<file path="src/vtv_pkg.sv">
// Shared constants, types and helpers for the vertex transform and viewport unit.
`default_nettype none

package vtv_pkg;

	// Fixed-point format of coordinates and matrix entries.
	localparam int FRAC_BITS = 16;
	localparam int DATA_W    = 32;
	localparam int RES_W     = 16;
	localparam int IDX_W     = 4;
	localparam int ENTRIES   = 16;

	// Column sum of four exact 64-bit products.
	localparam int PROD_W = 2 * DATA_W;
	localparam int SUM_W  = PROD_W + 2;

	// Window mapping: numerator clip * resolution, denominator 2 * w.
	localparam int NUM_W  = DATA_W + RES_W;
	localparam int NMAG_W = NUM_W - 1 + FRAC_BITS;
	localparam int DEN_W  = DATA_W + 1;
	// Quotient bits kept before the result is known to saturate.
	localparam int QB     = (FRAC_BITS + 18 > 34) ? FRAC_BITS + 18 : 34;
	localparam int REM_W  = (NMAG_W > DEN_W + QB) ? NMAG_W : DEN_W + QB;
	localparam int SCR_W  = QB + 3;

	// Depth of the queue between front and back.
	localparam int QDEPTH = 4;
	localparam int QPTR_W = $clog2(QDEPTH);

	// Input action codes.
	localparam logic ACT_LOAD  = 1'b0;
	localparam logic ACT_XFORM = 1'b1;

	// Configuration register indexes.
	typedef enum logic [IDX_W-1:0] {
		REG_WINDOW_WIDTH  = 4'd0,
		REG_WINDOW_HEIGHT = 4'd1,
		REG_CENTER_X      = 4'd2,
		REG_CENTER_Y      = 4'd3
	} reg_index_t;

	// Window settings seen by the back part.
	typedef struct packed {
		logic [RES_W-1:0] width;
		logic [RES_W-1:0] height;
		logic [RES_W-1:0] cx;
		logic [RES_W-1:0] cy;
	} view_cfg_t;

	// One transformed point as it travels through the queue.
	typedef struct packed {
		logic [DATA_W-1:0] x;
		logic [DATA_W-1:0] y;
		logic [DATA_W-1:0] z;
		logic [DATA_W-1:0] w;
		logic              batch;
	} clip_item_t;

	// Reset value of one matrix entry: 1.0 on the diagonal, zero elsewhere.
	function automatic logic [DATA_W-1:0] ident_entry(input logic [IDX_W-1:0] idx);
		logic [DATA_W-1:0] v;
		v = '0;
		if (idx[1:0] == idx[3:2]) begin
			v = DATA_W'(1) << FRAC_BITS;
		end
		return v;
	endfunction

endpackage

`default_nettype wire

</file>
<file path="src/vtv_queue.sv">
// Small register queue that decouples the front part from the back part.
`default_nettype none

module vtv_queue
	import vtv_pkg::*;
(
	input  logic       clk,
	input  logic       arst_n,
	input  logic       push,
	input  clip_item_t push_item,
	output logic       full,
	input  logic       pop,
	output clip_item_t pop_item,
	output logic       empty
);

	clip_item_t          mem_q [0:QDEPTH-1];
	logic [QPTR_W-1:0]   wr_ptr_q;
	logic [QPTR_W-1:0]   rd_ptr_q;
	logic [QPTR_W:0]     count_q;

	assign full     = (count_q == (QPTR_W+1)'(QDEPTH));
	assign empty    = (count_q == '0);
	assign pop_item = mem_q[rd_ptr_q];

	// Storage, written at the tail.
	always_ff @(posedge clk) begin
		if (push && !full) begin
			mem_q[wr_ptr_q] <= push_item;
		end
	end

	// Pointers and fill count.
	always_ff @(posedge clk or negedge arst_n) begin
		if (!arst_n) begin
			wr_ptr_q <= '0;
			rd_ptr_q <= '0;
			count_q  <= '0;
		end else begin
			if (push && !full) begin
				wr_ptr_q <= wr_ptr_q + 1'b1;
			end
			if (pop && !empty) begin
				rd_ptr_q <= rd_ptr_q + 1'b1;
			end
			if ((push && !full) && !(pop && !empty)) begin
				count_q <= count_q + 1'b1;
			end else if (!(push && !full) && (pop && !empty)) begin
				count_q <= count_q - 1'b1;
			end
		end
	end

endmodule

`default_nettype wire

</file>
<file path="config.mk">
export PLATFORM = sky130hd
export DESIGN_NAME = vtv_queue
export DESIGN_NICKNAME = d
export VERILOG_FILES = /design/src/vtv_pkg.sv /design/src/vtv_queue.sv
export SDC_FILE = /design/constraint.sdc
export NUM_CORES = 1
export LEC_CHECK = 0
export BUFFER_PORTS_ARGS = -buffer_cell sky130_fd_sc_hd__buf_2
export CAP_MARGIN = 25
export CORE_AREA = 4 4 192 194
export CTS_CLUSTER_SIZE = 12
export DETAILED_ROUTE_END_ITERATION = 8
export DIE_AREA = 0 0 196 198
export PLACE_DENSITY = 0.76
export RECOVER_POWER = 50
export SLEW_MARGIN = 0
export SYNTH_ARGS = -nofsm -noshare
export SYNTH_HDL_FRONTEND = slang
export SYNTH_SLANG_ARGS = --single-unit
</file>
<file path="constraint.sdc">
create_clock -name clk -period 6.4 [get_ports clk]
set_clock_uncertainty 0.2 [all_clocks]
set_input_delay 0.64 -clock clk [delete_from_list [all_inputs] [get_ports clk]]
set_output_delay 0.64 -clock clk [all_outputs]
set_load 0.1 [all_outputs]
</file>
# Word-level counts from Yosys, hierarchy flattened
# Memory sizes are Yosys's and may differ from the RTL's.
# Cells that the tools add are included.
[word_totals] inputBits=133 n_memories=1 word_cells=23 rom_bits=0 mem_bits_rw=516 out_inout_bits=131 latchBits=0 register_bits=7
[op_classes] n_eq_ne=1 order_cmp=0 add_sub_neg=4 n_mul=0 n_shift=0 n_reduce_logical=10 n_bitwise=0 n_mux=4 div_mod_pow=0
[mem_list] memory="mem_q" depth=4 width=129 read_ports=1 rd_ports_with_merged_regs=0 write_ports=1 line_no="vtv_queue.sv:17" rtl="clip_item_t mem_q [0:QDEPTH-1];"
[ops] operator="3-bit 2-to-1 mux" count=2
[ops] operator="2-bit by 1-bit adder with 2-bit output (second input constant)" count=2
[ops] operator="1-bit logical AND" count=4
[ops] operator="1-bit zero test" count=4
[ops] operator="3-bit by 1-bit adder with 3-bit output (second input constant)" count=1
[ops] operator="3-bit == test (second input constant)" count=1
[ops] operator="3-bit zero test" count=1
[ops] operator="3-bit by 1-bit subtractor with 3-bit output (second input constant)" count=1
[ops] operator="1-bit 2-to-1 mux" count=2
[ops] operator="2-bit nonzero test" count=1

# Logic depth before layout (Yosys ltp)
[depth] word_depth=7 mapped_depth=9

# Worst setup path after synthesis
# OpenSTA, ideal clock, no wires.
[synth_timing] path_kind="register to register" startpoint="register count_q[2]" endpoint="memory mem_q[0][0] in the netlist's numbering, enable pin" t_required_ns=5.697 setup_slack_ns=1.675 setup_time_ns=0.503 t_arrival_ns=4.021 stages_incl_launch_ff=5 cell_sequence="dfrtp_1 nor3b_2 nor2b_1 buf_2 and2_1"
[synth_between] elab_chain_cells=5
[synth_rtl] item="from (decl)" line_no="vtv_queue.sv:20" rtl="logic [QPTR_W:0] count_q;"
[synth_rtl] item="from (signal assigned)" line_no="vtv_queue.sv:47" rtl="count_q <= count_q + 1'b1;"
[synth_rtl] item="from (signal assigned)" line_no="vtv_queue.sv:49" rtl="count_q <= count_q - 1'b1;"
[synth_rtl] item="3-bit == test" line_no="vtv_queue.sv:22" rtl="assign full = (count_q == (QPTR_W+1)'(QDEPTH));"
[synth_rtl] item="named net full" line_no="vtv_queue.sv:11" rtl="output logic full,"
[synth_rtl] item="1-bit zero test" line_no="vtv_queue.sv:28" rtl="if (push && !full) begin"
[synth_rtl] item="1-bit logical AND" line_no="vtv_queue.sv:28"
[synth_rtl] item="1-bit 2-to-1 mux" line_no="vtv_queue.sv:28"
[synth_rtl] item="1-bit 2-to-1 mux (implied by the code)" line_no="vtv_queue.sv:29" rtl="mem_q[wr_ptr_q] <= push_item;"
[synth_rtl] item="to (decl)" line_no="vtv_queue.sv:17"
# The timed path passes the listed nets, and every way through them passes these cells.

# Worst setup path after layout
[layout_timing] startpoint="register count_q[2]" endpoint="memory mem_q[1][35] in the netlist's numbering, enable pin"
[layout_between] elab_chain_cells=5
[layout_rtl] item="3-bit == test" line_no="vtv_queue.sv:22"
[layout_rtl] item="1-bit zero test" line_no="vtv_queue.sv:28"
[layout_rtl] item="1-bit logical AND" line_no="vtv_queue.sv:28"
[layout_rtl] item="1-bit 2-to-1 mux" line_no="vtv_queue.sv:28"
[layout_rtl] item="1-bit 2-to-1 mux (implied by the code)" line_no="vtv_queue.sv:29"
# Every way passes these cells.

==> qor.csv <==
stage,metric,value,unit
place,place_area,20900,um^2
setup_path,crit_required,6.38,ns
yosys,synth-edff-count,516,
drt,wl_per_cell,24.1,um
floorplanning,start_util,0.540,
place,routabilityCongestion,0.764,
sta,final-setup-viol-count,0,
clock_tree,postCtsSetupBuffers,0,
setup_path,critical-path-max-stage-delay,2.24,ns
yosys,syn_nets,849,
sta,slew_violations,73,
yosys,ys_types,22,
setup_path,crit_type,reg -> reg,
yosys,synth_compound_area_frac,0,
clock_tree,clkLatencyLatePin,0.56,ns
yosys,synth_area,19000,um^2
place,portBuffers,263,
place,hpwl,22200,um
yosys,synth_area_leaders,"edfxtp_1 (81%), mux4_2 (15%), dfrtp_1 (0.92%), buf_6 (0.65%), buf_2 (0.34%)",
grt,grt_pass1_wl,54700,um
clock_tree,postCtsResizedCells,0,
yosys,syn_avg_cell_area,26.8,um^2
floorplanning,die-area,38800,um^2
layout,multiInputGateArea,3130,um^2
grt,grt_pass1_vias,9098,
layout,syn_to_final_growth,16.3,%
setup_path,regToRegStartpoint,count_q[2],
clock_tree,cts_buffers,51,
clock_tree,cts_buffer_depth,3,
setup_path,cp_data_arrival_time,4.41,ns
setup_path,cp-end-kind,flop,
yosys,synthSimpleGateAreaFrac,0.00329,
floorplanning,io_pins,264,
layout,seq_area,15700,um^2
floorplanning,die_w,196,um
layout,fin_nets,1150,
drt,vias,8419,
yosys,ys_seq_elements,523,
sta,finalSetupTns,0,ns
clock_tree,cts_tree,done,
yosys,muxShareOfSynthArea,0.154,
sta,timing.fmax,226,MHz
drt,dr.pass1.iters,5,
grt,antenna_found_initial,3,
floorplanning,coreArea,35200,um^2
layout,num-fill-cells,2368,
layout,fin_area,22100,um^2
setup_path,crit_chain,nor3b_1 > nor2b_1 > and2_0 > buf_12,
drt,remaining_drc_errors,0,
clock_tree,cts_max_level,2,
clock_tree,clkTransAtPathRegs,0.06,ns
yosys,synthCells,710,
yosys,synth_top_area_frac,0.814,
yosys,yosys_warnings,0,
yosys,synth-xor-area-share,0.00276,
drt,avgViaCountPerCell,5.63,
sta,hold_viol,0,
sta,max_slew_margin,-1.00,
sta,setup_ws,1.97,ns
grt,grt_use_total,0.186,
sta,fin_crit,4.43,ns
outcome,violations,"capacitance limit, slew limit",
clock_tree,cts-root-buf,clkbuf_16,
setup_path,start_kind,flop,
setup_path,path_max_fanout,90,
sta,worst_pin_slew,3.00,ns
outcome,run_status,"finished, violations left",
yosys,ys.flop_type,edfxtp_1,
yosys,synthArstFlopShare,0.0134,
layout,post-route-util,0.628,
yosys,synth_top_area_cell,edfxtp_1,
drt,routed_wl,36100,um
sta,rsz0062_at_grt,no,
floorplanning,rows,69,
clock_tree,clock_sinks,523,
place,post-place-ws,3.01,ns
sta,fin_crit_sh,0.692,
clock_tree,cts_hold_buf,1,
worst_hold_path,min_path_type,in -> reg,
setup_path,critPathLaunch,count_q[2],
setup_path,critPathTopFamily,simple AND/OR/NAND/NOR gates,
drt,drt_iter0_drc,539,
layout,drive_above_1_share,0.329,
run,drv_cap,2,
yosys,yosysSeqAreaShare,0.823,
drt,ant_nets,0,
setup_path,cpMaxStageDelayCell,and2_0,
yosys,synth_top_family_by_area,multiplexers,
floorplanning,dieHeight,198,um
yosys,yosys.area_share.adder,0.00434,
setup_path,path_buf_inv,1,
grt,grt_overflow,0,
worst_hold_path,hp-start,push_item[106],
grt,grt_max_degree,91,
## flip-flops by register name (all words and copies together), names as in the netlist
signal	count
wr_ptr_q	2
mem_q	516
count_q	3
rd_ptr_q	2
## layout make-up
class                   instances  area share
diodes                          2    0.000226
clock buffers                  69      0.0635
repair buffers                278      0.0588
well taps                     461      0.0261
clock inverters                 5     0.00107
multi-input cells             153       0.141
flip-flops and latches        523       0.708
inverters                       4    0.000678
## final timing paths
kind,endpoint,slack (ns),depth (start not counted)
setup reg to reg,mem_q[1][35],1.97,4
setup / recovery,mem_q[1][35],1.97,4
max in group asynchronous,rd_ptr_q[1],5.36,2
hold reg to reg,count_q[2],0.29,1
min in group asynchronous,wr_ptr_q[1],0.32,2
hold / removal,mem_q[0][106],0.14,1
## layout by cell type (no fill, tap or decap), types with 2 or more instances in the layout
| master | count |
|---|---|
| clkbuf_1 | 144 |
| xnor2_1 | 4 |
| xor2_1 | 2 |
| diode_2 | 2 |
| and2_0 | 2 |
| buf_2 | 133 |
| dfrtp_1 | 5 |
| and2_4 | 2 |
| buf_4 | 12 |
| ha_1 | 5 |
| mux4_2 | 129 |
| inv_1 | 4 |
| clkbuf_8 | 2 |
| dfrtp_4 | 2 |
| clkinv_2 | 4 |
| clkbuf_16 | 53 |
| edfxtp_1 | 516 |
## synth_stat cells, types with 2 or more instances
cell type	instances
edfxtp_1	516
mux4_2	129
buf_2	13
buf_6	11
dfrtp_1	7
ha_1	5
and2_1	4
inv_1	4
xnor2_1	4
buf_1	2
buf_4	2
clkbuf_1	2
xor2_1	2
## cell families (layout without fill, tap and decap cells)
group                      after synthesis  count (layout)
DFF                                    523             523
muxes                                  131             131
buffers and inverters                   34             356
and+or+nand+nor                         10              10
adders and majority gates                6               6
xor gates and xnor gates                 6               6
other                                    0               2
## per-layer routing
metal	track usage	up-vias	wire length, um	share of wire
met2	0.317	273	19000	0.53
li1	-	3666	-	-
met4	0.0600	4	886	0.025
met3	0.0439	64	2440	0.068
met5	0	-	26	0.00072
met1	0.243	4412	13800	0.38
## per-stage QoR
step,std cells,hold slack (ns)
4_1_cts,1493,0.0627
5_1_grt,1494,0.124
6_report,1495,0.137
2_1_floorplan,710,0.144
3_3_place_gp,1417,0.269
3_5_place_dp,1418,0.278
## worst reg2reg max path: cells and delay by family, from the launching register on
family,cells,cell delay (ns)
AND/OR/NAND/NOR,3,2.82
flip-flops,1,0.40
buffers and inverters,1,0.47
Power is left out: the tool's default activity adds up to more than one toggle a clock period on the data nets, which glitch-free logic cannot reach.
